==> src/rtl/slri_pkg.sv <==
// Package for the sorted list rank-and-insert block.
// Holds parameter defaults and the fixed field widths of the stream ports.
// No dependencies.
package slri_pkg;

  localparam int unsigned CapacityDef  = 1024;
  localparam int unsigned ValueBitsDef = 32;

  localparam int unsigned InDataW  = 32;
  localparam int unsigned RankW    = 11;
  localparam int unsigned SlotOutW = 10;
  localparam int unsigned OutDataW = RankW + 1 + SlotOutW + SlotOutW;

endpackage

==> src/rtl/slri_ctrl.sv <==
// Walk and link sequencer of the sorted list rank-and-insert block.
// Drives the value and link memories and holds the result register.
// Depends on slri_pkg.
module slri_ctrl #(
  parameter int unsigned CAPACITY   = slri_pkg::CapacityDef,
  parameter int unsigned VALUE_BITS = slri_pkg::ValueBitsDef,
  localparam int unsigned SlotW     = $clog2(CAPACITY),
  localparam int unsigned LinkW     = $clog2(CAPACITY + 1)
) (
  input  logic                          clk_i,
  input  logic                          rst_ni,
  input  logic                          in_valid_i,
  output logic                          in_ready_o,
  input  logic [slri_pkg::InDataW-1:0]  in_value_i,
  output logic                          out_valid_o,
  input  logic                          out_ready_i,
  output logic [slri_pkg::RankW-1:0]    out_rank_o,
  output logic                          out_at_head_o,
  output logic [slri_pkg::SlotOutW-1:0] out_pred_slot_o,
  output logic [slri_pkg::SlotOutW-1:0] out_new_slot_o,
  output logic                          out_full_error_o,
  output logic                          rd_en_o,
  output logic [SlotW-1:0]              rd_addr_o,
  input  logic [VALUE_BITS-1:0]         val_rdata_i,
  input  logic [LinkW-1:0]              link_rdata_i,
  output logic                          val_we_o,
  output logic [SlotW-1:0]              val_waddr_o,
  output logic [VALUE_BITS-1:0]         val_wdata_o,
  output logic                          link_we_o,
  output logic [SlotW-1:0]              link_waddr_o,
  output logic [LinkW-1:0]              link_wdata_o
);
  import slri_pkg::*;

  localparam logic [2:0] StIdle = 3'd0;
  localparam logic [2:0] StWalk = 3'd1;
  localparam logic [2:0] StLink = 3'd2;
  localparam logic [2:0] StTail = 3'd3;
  localparam logic [2:0] StDone = 3'd4;

  localparam logic [LinkW-1:0] CapMark = LinkW'(CAPACITY);

  logic [2:0]            state_q, state_d;
  logic [LinkW-1:0]      fill_q, fill_d;
  logic [LinkW-1:0]      head_q, head_d;
  logic [VALUE_BITS-1:0] key_q, key_d;
  logic [LinkW-1:0]      cur_q, cur_d;
  logic [SlotW-1:0]      prev_q, prev_d;
  logic                  have_prev_q, have_prev_d;
  logic [LinkW-1:0]      rank_q, rank_d;
  logic [LinkW-1:0]      steps_q, steps_d;
  logic                  err_q, err_d;
  logic                  out_valid_q, out_valid_d;
  logic [RankW-1:0]      out_rank_q, out_rank_d;
  logic                  out_at_head_q, out_at_head_d;
  logic [SlotOutW-1:0]   out_pred_q, out_pred_d;
  logic [SlotOutW-1:0]   out_new_q, out_new_d;
  logic                  out_err_q, out_err_d;

  logic                  accept;
  logic                  full;
  logic [63:0]           in_ext;
  logic [VALUE_BITS-1:0] in_raw;
  logic [VALUE_BITS-1:0] stored_key;
  logic [VALUE_BITS-1:0] new_key;
  logic                  walk_hit;
  logic [LinkW-1:0]      next_steps;
  logic                  walk_more;
  logic                  out_free;
  logic [LinkW+RankW-1:0]    rank_ext;
  logic [SlotW+SlotOutW-1:0] pred_ext;
  logic [LinkW+SlotOutW-1:0] new_ext;

  assign in_ext = {{(64 - InDataW){in_value_i[InDataW-1]}}, in_value_i};
  assign in_raw = in_ext[VALUE_BITS-1:0];

  assign accept     = in_valid_i && in_ready_o;
  assign full       = (fill_q == CapMark);
  assign stored_key = {~val_rdata_i[VALUE_BITS-1], val_rdata_i[VALUE_BITS-2:0]};
  assign new_key    = {~key_q[VALUE_BITS-1], key_q[VALUE_BITS-2:0]};
  assign walk_hit   = (stored_key < new_key);
  assign next_steps = steps_q + LinkW'(1);
  assign walk_more  = (link_rdata_i < fill_q) && (next_steps < fill_q);
  assign out_free   = !out_valid_q || out_ready_i;

  assign rank_ext = {{RankW{1'b0}}, rank_q};
  assign pred_ext = {{SlotOutW{1'b0}}, prev_q};
  assign new_ext  = {{SlotOutW{1'b0}}, fill_q};

  assign in_ready_o = (state_q == StIdle);

  always_comb begin
    state_d       = state_q;
    fill_d        = fill_q;
    head_d        = head_q;
    key_d         = key_q;
    cur_d         = cur_q;
    prev_d        = prev_q;
    have_prev_d   = have_prev_q;
    rank_d        = rank_q;
    steps_d       = steps_q;
    err_d         = err_q;
    out_valid_d   = out_valid_q && !out_ready_i;
    out_rank_d    = out_rank_q;
    out_at_head_d = out_at_head_q;
    out_pred_d    = out_pred_q;
    out_new_d     = out_new_q;
    out_err_d     = out_err_q;
    rd_en_o       = 1'b0;
    rd_addr_o     = head_q[SlotW-1:0];
    val_we_o      = 1'b0;
    val_waddr_o   = fill_q[SlotW-1:0];
    val_wdata_o   = key_q;
    link_we_o     = 1'b0;
    link_waddr_o  = fill_q[SlotW-1:0];
    link_wdata_o  = cur_q;

    case (state_q)
      StIdle: begin
        if (accept) begin
          key_d       = in_raw;
          cur_d       = head_q;
          prev_d      = '0;
          have_prev_d = 1'b0;
          rank_d      = LinkW'(1);
          steps_d     = '0;
          err_d       = full;
          if (full) begin
            state_d = StDone;
          end else if (head_q < fill_q) begin
            rd_en_o = 1'b1;
            state_d = StWalk;
          end else begin
            state_d = StLink;
          end
        end
      end
      StWalk: begin
        if (walk_hit) begin
          rank_d      = rank_q + LinkW'(1);
          prev_d      = cur_q[SlotW-1:0];
          have_prev_d = 1'b1;
          cur_d       = link_rdata_i;
          steps_d     = next_steps;
          if (walk_more) begin
            rd_en_o   = 1'b1;
            rd_addr_o = link_rdata_i[SlotW-1:0];
          end else begin
            state_d = StLink;
          end
        end else begin
          state_d = StLink;
        end
      end
      StLink: begin
        val_we_o  = 1'b1;
        link_we_o = 1'b1;
        if (have_prev_q) begin
          state_d = StTail;
        end else begin
          head_d  = fill_q;
          state_d = StDone;
        end
      end
      StTail: begin
        link_we_o    = 1'b1;
        link_waddr_o = prev_q;
        link_wdata_o = fill_q;
        state_d      = StDone;
      end
      StDone: begin
        if (out_free) begin
          out_valid_d   = 1'b1;
          out_err_d     = err_q;
          out_rank_d    = err_q ? '0 : rank_ext[RankW-1:0];
          out_at_head_d = !err_q && !have_prev_q;
          out_pred_d    = err_q ? '0 : pred_ext[SlotOutW-1:0];
          out_new_d     = err_q ? '0 : new_ext[SlotOutW-1:0];
          if (!err_q) begin
            fill_d = fill_q + LinkW'(1);
          end
          state_d = StIdle;
        end
      end
      default: begin
        state_d = StIdle;
      end
    endcase
  end

  always_ff @(posedge clk_i or negedge rst_ni) begin
    if (!rst_ni) begin
      state_q     <= StIdle;
      fill_q      <= '0;
      head_q      <= CapMark;
      out_valid_q <= 1'b0;
    end else begin
      state_q     <= state_d;
      fill_q      <= fill_d;
      head_q      <= head_d;
      out_valid_q <= out_valid_d;
    end
  end

  always_ff @(posedge clk_i) begin
    key_q         <= key_d;
    cur_q         <= cur_d;
    prev_q        <= prev_d;
    have_prev_q   <= have_prev_d;
    rank_q        <= rank_d;
    steps_q       <= steps_d;
    err_q         <= err_d;
    out_rank_q    <= out_rank_d;
    out_at_head_q <= out_at_head_d;
    out_pred_q    <= out_pred_d;
    out_new_q     <= out_new_d;
    out_err_q     <= out_err_d;
  end

  assign out_valid_o      = out_valid_q;
  assign out_rank_o       = out_rank_q;
  assign out_at_head_o    = out_at_head_q;
  assign out_pred_slot_o  = out_pred_q;
  assign out_new_slot_o   = out_new_q;
  assign out_full_error_o = out_err_q;

endmodule

==> config.mk <==
export PLATFORM = sky130hd
export DESIGN_NAME = slri_ctrl
export DESIGN_NICKNAME = d
export VERILOG_FILES = /design/src/rtl/slri_pkg.sv /design/src/rtl/slri_ctrl.sv
export SDC_FILE = /design/constraint.sdc
export NUM_CORES = 1
export LEC_CHECK = 0
export BUFFER_PORTS_ARGS = -buffer_cell sky130_fd_sc_hd__clkbuf_2
export CORE_ASPECT_RATIO = 0.8
export CORE_MARGIN = 4
export CORE_UTILIZATION = 24
export DETAILED_ROUTE_END_ITERATION = 8
export GPL_ROUTABILITY_DRIVEN = 0
export PLACE_DENSITY = 0.52
export REMOVE_ABC_BUFFERS = 1
export SETUP_SLACK_MARGIN = 0.2
export SLEW_MARGIN = 15
export SYNTH_ARGS = -nofsm -noshare
export SYNTH_HDL_FRONTEND = slang
export SYNTH_SLANG_ARGS = --single-unit
==> constraint.sdc <==
create_clock -name clk_i -period 5.98 [get_ports clk_i]
set_clock_uncertainty 0.15 [all_clocks]
set_input_delay 0 -clock clk_i [delete_from_list [all_inputs] [get_ports clk_i]]
set_output_delay 0 -clock clk_i [all_outputs]
set_load 0.02 [all_outputs]
==> impl_summary.md <==
Layout
For this run, the post-layout net count is 986. The layout overhead on the synthesized area is 32.91%. The number of diodes added for antenna fixing is 0.

Cells fill 32.50% of the core in the end. The post-route netlist has 31.35% of its cells at a drive strength greater than 1.

Route
The average wire length per cell after detail routing is 15.70 um. After detailed routing, the total wire length is 19,350 um. The routed layout has 5,314 vias.

The detailed-routing iteration count for the pre-antenna-repair pass is 5. The post-detailed-route DRC marker count is 0. In this run the remaining antenna-violating nets after routing total 0. After detailed routing, the number of vias per cell comes to 4.313. The starting DRC count in detailed routing is 244.

Setup path
The nature of the critical path endpoint is a primary output. STA classifies the critical path startpoint as a flop. The data arrival time of the critical path is 3990 ps. The startpoint of the worst-slack reg-to-reg timing path is steps_q[2]. In this design, the critical path's most frequently occurring cell is a21o_1.

The worst setup path is of the reg2out kind. The largest fanout on the critical path is 9. The endpoint of the worst-slack reg-to-reg timing path is state_q[0]. The cell type of the slowest stage on the worst timing path is nor4b_4. The critical path goes through nand3_1 -> nor2_1 -> nand4_1 -> xnor2_1 -> ha_1 -> a21o_1 -> a21o_1 -> a2111o_1 -> a21oi_1 -> nor4b_4 -> buf_4 -> mux2_2 -> clkbuf_2.

The maximum cell stage delay along the critical path is 480 ps. The internal reg-to-reg setup slack is 2570 ps. For the worst flop-to-flop path, the logic depth is 12. For the worst setup path, the data required time is 5830 ps.

Power and ir drop
The analysis attributes to cell leakage a power of 4.239 nW. The maximum VDD drop is 243.3 uV. For this design the ratio of total power to cell area is 419.4 mW/mm2.

Floorplan
The effective utilization at floorplan is 24.46%. The floorplan step defined a die boundary enclosing 0.03284 mm2. The I/O pin count is 190. The area of the core region is 0.02943 mm2. The row count is 56.

The x dimension of the die is 201.6 um. The die outline height is 162.9 um.

Clocking
The maximum level of the CTS H-tree is 4. The clock transition at the registers of the reported paths is 60 ps. The clock latency of the later-clocked register in the worst-skew pair is 420 ps. The buffer depth of the longest clock path is 2. The clock sink total is 136. Counting the buffers created by CTS gives 17.

TritonCTS built the clock tree. The root buffer cell is clkbuf_16. The post-CTS resize count is 0.

Job
Max-cap violations in this run came to 0.

Placement
The worst slack at placement is 2257 ps. The number of buffers added on ports is 189. The total half-perimeter wirelength after legalization and detailed placement is 14,300 um.

Synthesis
After synthesis, the netlist uses 49 different library cells. The share of the Yosys chip area taken by registers is 54.95%. Among all flip-flop cells after synthesis, the most frequent one is edfxtp_1.

The mean instance size in the synthesized netlist is 11.90 um2. Synthesis produced 605 cells. The synthesized design contains 110 enable-type register cells. After synthesis, the cell types taking the most area are edfxtp_1, ha_1, dfrtp_1.

The netlist area before placement is 0.007197 mm2. For this run, asynchronously set or reset flops after synthesis account for 19.12%. In this run the biggest area consumer among cell types represents 45.90% of the synthesized area. The cell accounting for the most synthesized area is edfxtp_1. By count the netlist is led by edfxtp_1, nand2_1, ha_1, inv_1, nor2_1.

The synthesis warning total is 0. The flip-flop and latch count after synthesis is 136. Among all cell types in the netlist, the one instantiated most often is edfxtp_1.

GRT
The initial antenna violation count is 1. Summed over all layers, the global routing overflow is 0. The met3 track demand over resource in global routing is 4.240%. For this run, global-route usage on met1 was measured as 15.79%.

Entering global routing, the biggest net connects 45 pins. Global routing used 11.86% of the available tracks. The first global-routing pass estimated 30,410 um of wire. For met2 alone, demand over resource in global routing was 18.47%.

The routing layer with the top usage in global route is met2. The number of global-route vias before repair is 5,534.

Timing
Dividing the final minimum period by the clock period gives 69.20%. The final critical-path required period is 4138 ps. The total count of max-transition violations in the final report is 0. Derived from the worst setup path, the maximum achievable clock frequency is 0.2416 GHz.

The final number of hold-violating endpoints is 0. The slew at the pin closest to its max-slew limit is 830.2 ps. Setup violations remaining at the end of the flow were counted as 0. Setup repair after global routing left no endpoint under its margin. Setup total negative slack on the finished layout was measured at 0 ps. The setup slack of the critical path after layout is 1842 ps. Measured against its own limit, the worst slew margin works out to 44.14%.

Run status
The flow ran to the end, and the final reports show no timing, DRC or antenna violations.

Worst hold path
The worst hold-check path type is in2async.
[cell usage in the layout, fill, tap and decap left out, drive strengths merged, types with 2 or more instances in the layout]
| cell type | count |
|---|---|
| a211oi | 3 |
| dfrtp | 25 |
| dlygate4sd3 | 46 |
| xor2 | 8 |
| nor2b | 23 |
| edfxtp | 110 |
| nor2 | 34 |
| mux2 | 31 |
| nor4 | 4 |
| buf | 7 |
| nand2b | 5 |
| o21ai | 16 |
| a21oi | 18 |
| and2 | 21 |
| xnor2 | 20 |
| o22ai | 4 |
| nand3 | 17 |
| clkbuf | 207 |
| nor3 | 8 |
| nand2 | 66 |
| nand4 | 14 |
| a221oi | 2 |
| inv | 53 |
| ha | 65 |
| or2 | 2 |
| clkinv | 8 |
| a211o | 3 |
| and3 | 5 |
| a21o | 12 |
[metrics by stage]
| stage | std cells | total power (W) | hold slack (ps) | cell area (um2) |
|---|---|---|---|---|
| 2_1_floorplan | 581 | 0.002506 | -445.6 | 7058 |
| 3_3_place_gp | 1154 | 0.003016 | -66.95 | 8554 |
| 3_5_place_dp | 1154 | 0.003033 | -55.02 | 8554 |
| 4_1_cts | 1232 | 0.004083 | 58.76 | 9565 |
| 5_1_grt | 1232 | 0.004285 | 103.2 | 9565 |
| 6_report | 1232 | 0.004011 | 55.93 | 9565 |
[worst max-delay path by stage]
stage | from | endpoint | depth (start not counted)
after global routing | steps_q[0] | rd_addr_o[0] | 12
after CTS | steps_q[0] | rd_addr_o[0] | 12
final | steps_q[2] | rd_addr_o[0] | 13
after detailed placement | steps_q[2] | rd_addr_o[0] | 13
after global placement | steps_q[2] | rd_addr_o[0] | 13
after floorplan | state_q[1] | cur_q[0] | 6
[report_power, final]
| part | total, W | internal [W] | switching (W) |
|---|---|---|---|
| Combinational | 0.00144 | 0.000526 | 0.000909 |
| Clock | 0.000999 | 0.000574 | 0.000425 |
| Sequential | 0.00158 | 0.00140 | 0.000172 |
[registers in the layout, summed over array words and instances (netlist names), 11 cells and up]
| register | flops |
|---|---|
| cur_q | 11 |
| fill_q | 11 |
| head_q | 11 |
| out_rank_o | 11 |
| rank_q | 11 |
| steps_q | 11 |
| val_wdata_o | 32 |
[per-layer routing]
layer	part of all wire (%)	vias up	wire [um]
met4	1.3	2	243
met2	44	170	8502
li1	-	2622	-
met3	7.4	17	1438
met1	47	2503	9150
met5	0.067	-	13
[critical path, delay by kind of cell (launching register included)]
family                   cells  cell delay (ps)
AO/OA/AOI/OAI                4              840
XOR/XNOR                     1              230
adder cells (fa/ha/maj)      1              290
buffers and inverters        2              490
flip-flops                   1              410
multiplexers                 1              360
AND/OR/NAND/NOR              4              940
[timing repair]
item	in CTS	in global routing
hold buffers	46	0
hold endpoints to repair	72	0
buffers inserted	0	0
[area by class of cell]
class	count	area, um2
Fill cell	2972	19860
Sequential cell	136	3955
Multi-Input combinational cell	396	2940
Timing Repair Buffer	242	1459
Tap cell	377	471.7
Clock buffer	18	429.2
Inverter	49	188.9
Clock inverter	14	121.4
[logic make-up after synthesis]
logic type	count (synthesis)	synth area share (%)
buffers and inverters	73	4.555
adders and majority gates	65	11.30
AOI/OAI and AO/OA	68	6.207
DFF	136	54.95
xor gates and xnor gates	28	3.408
and+or+nand+nor	204	14.36
muxes	31	5.216
(Power assumes the default switching activity.)
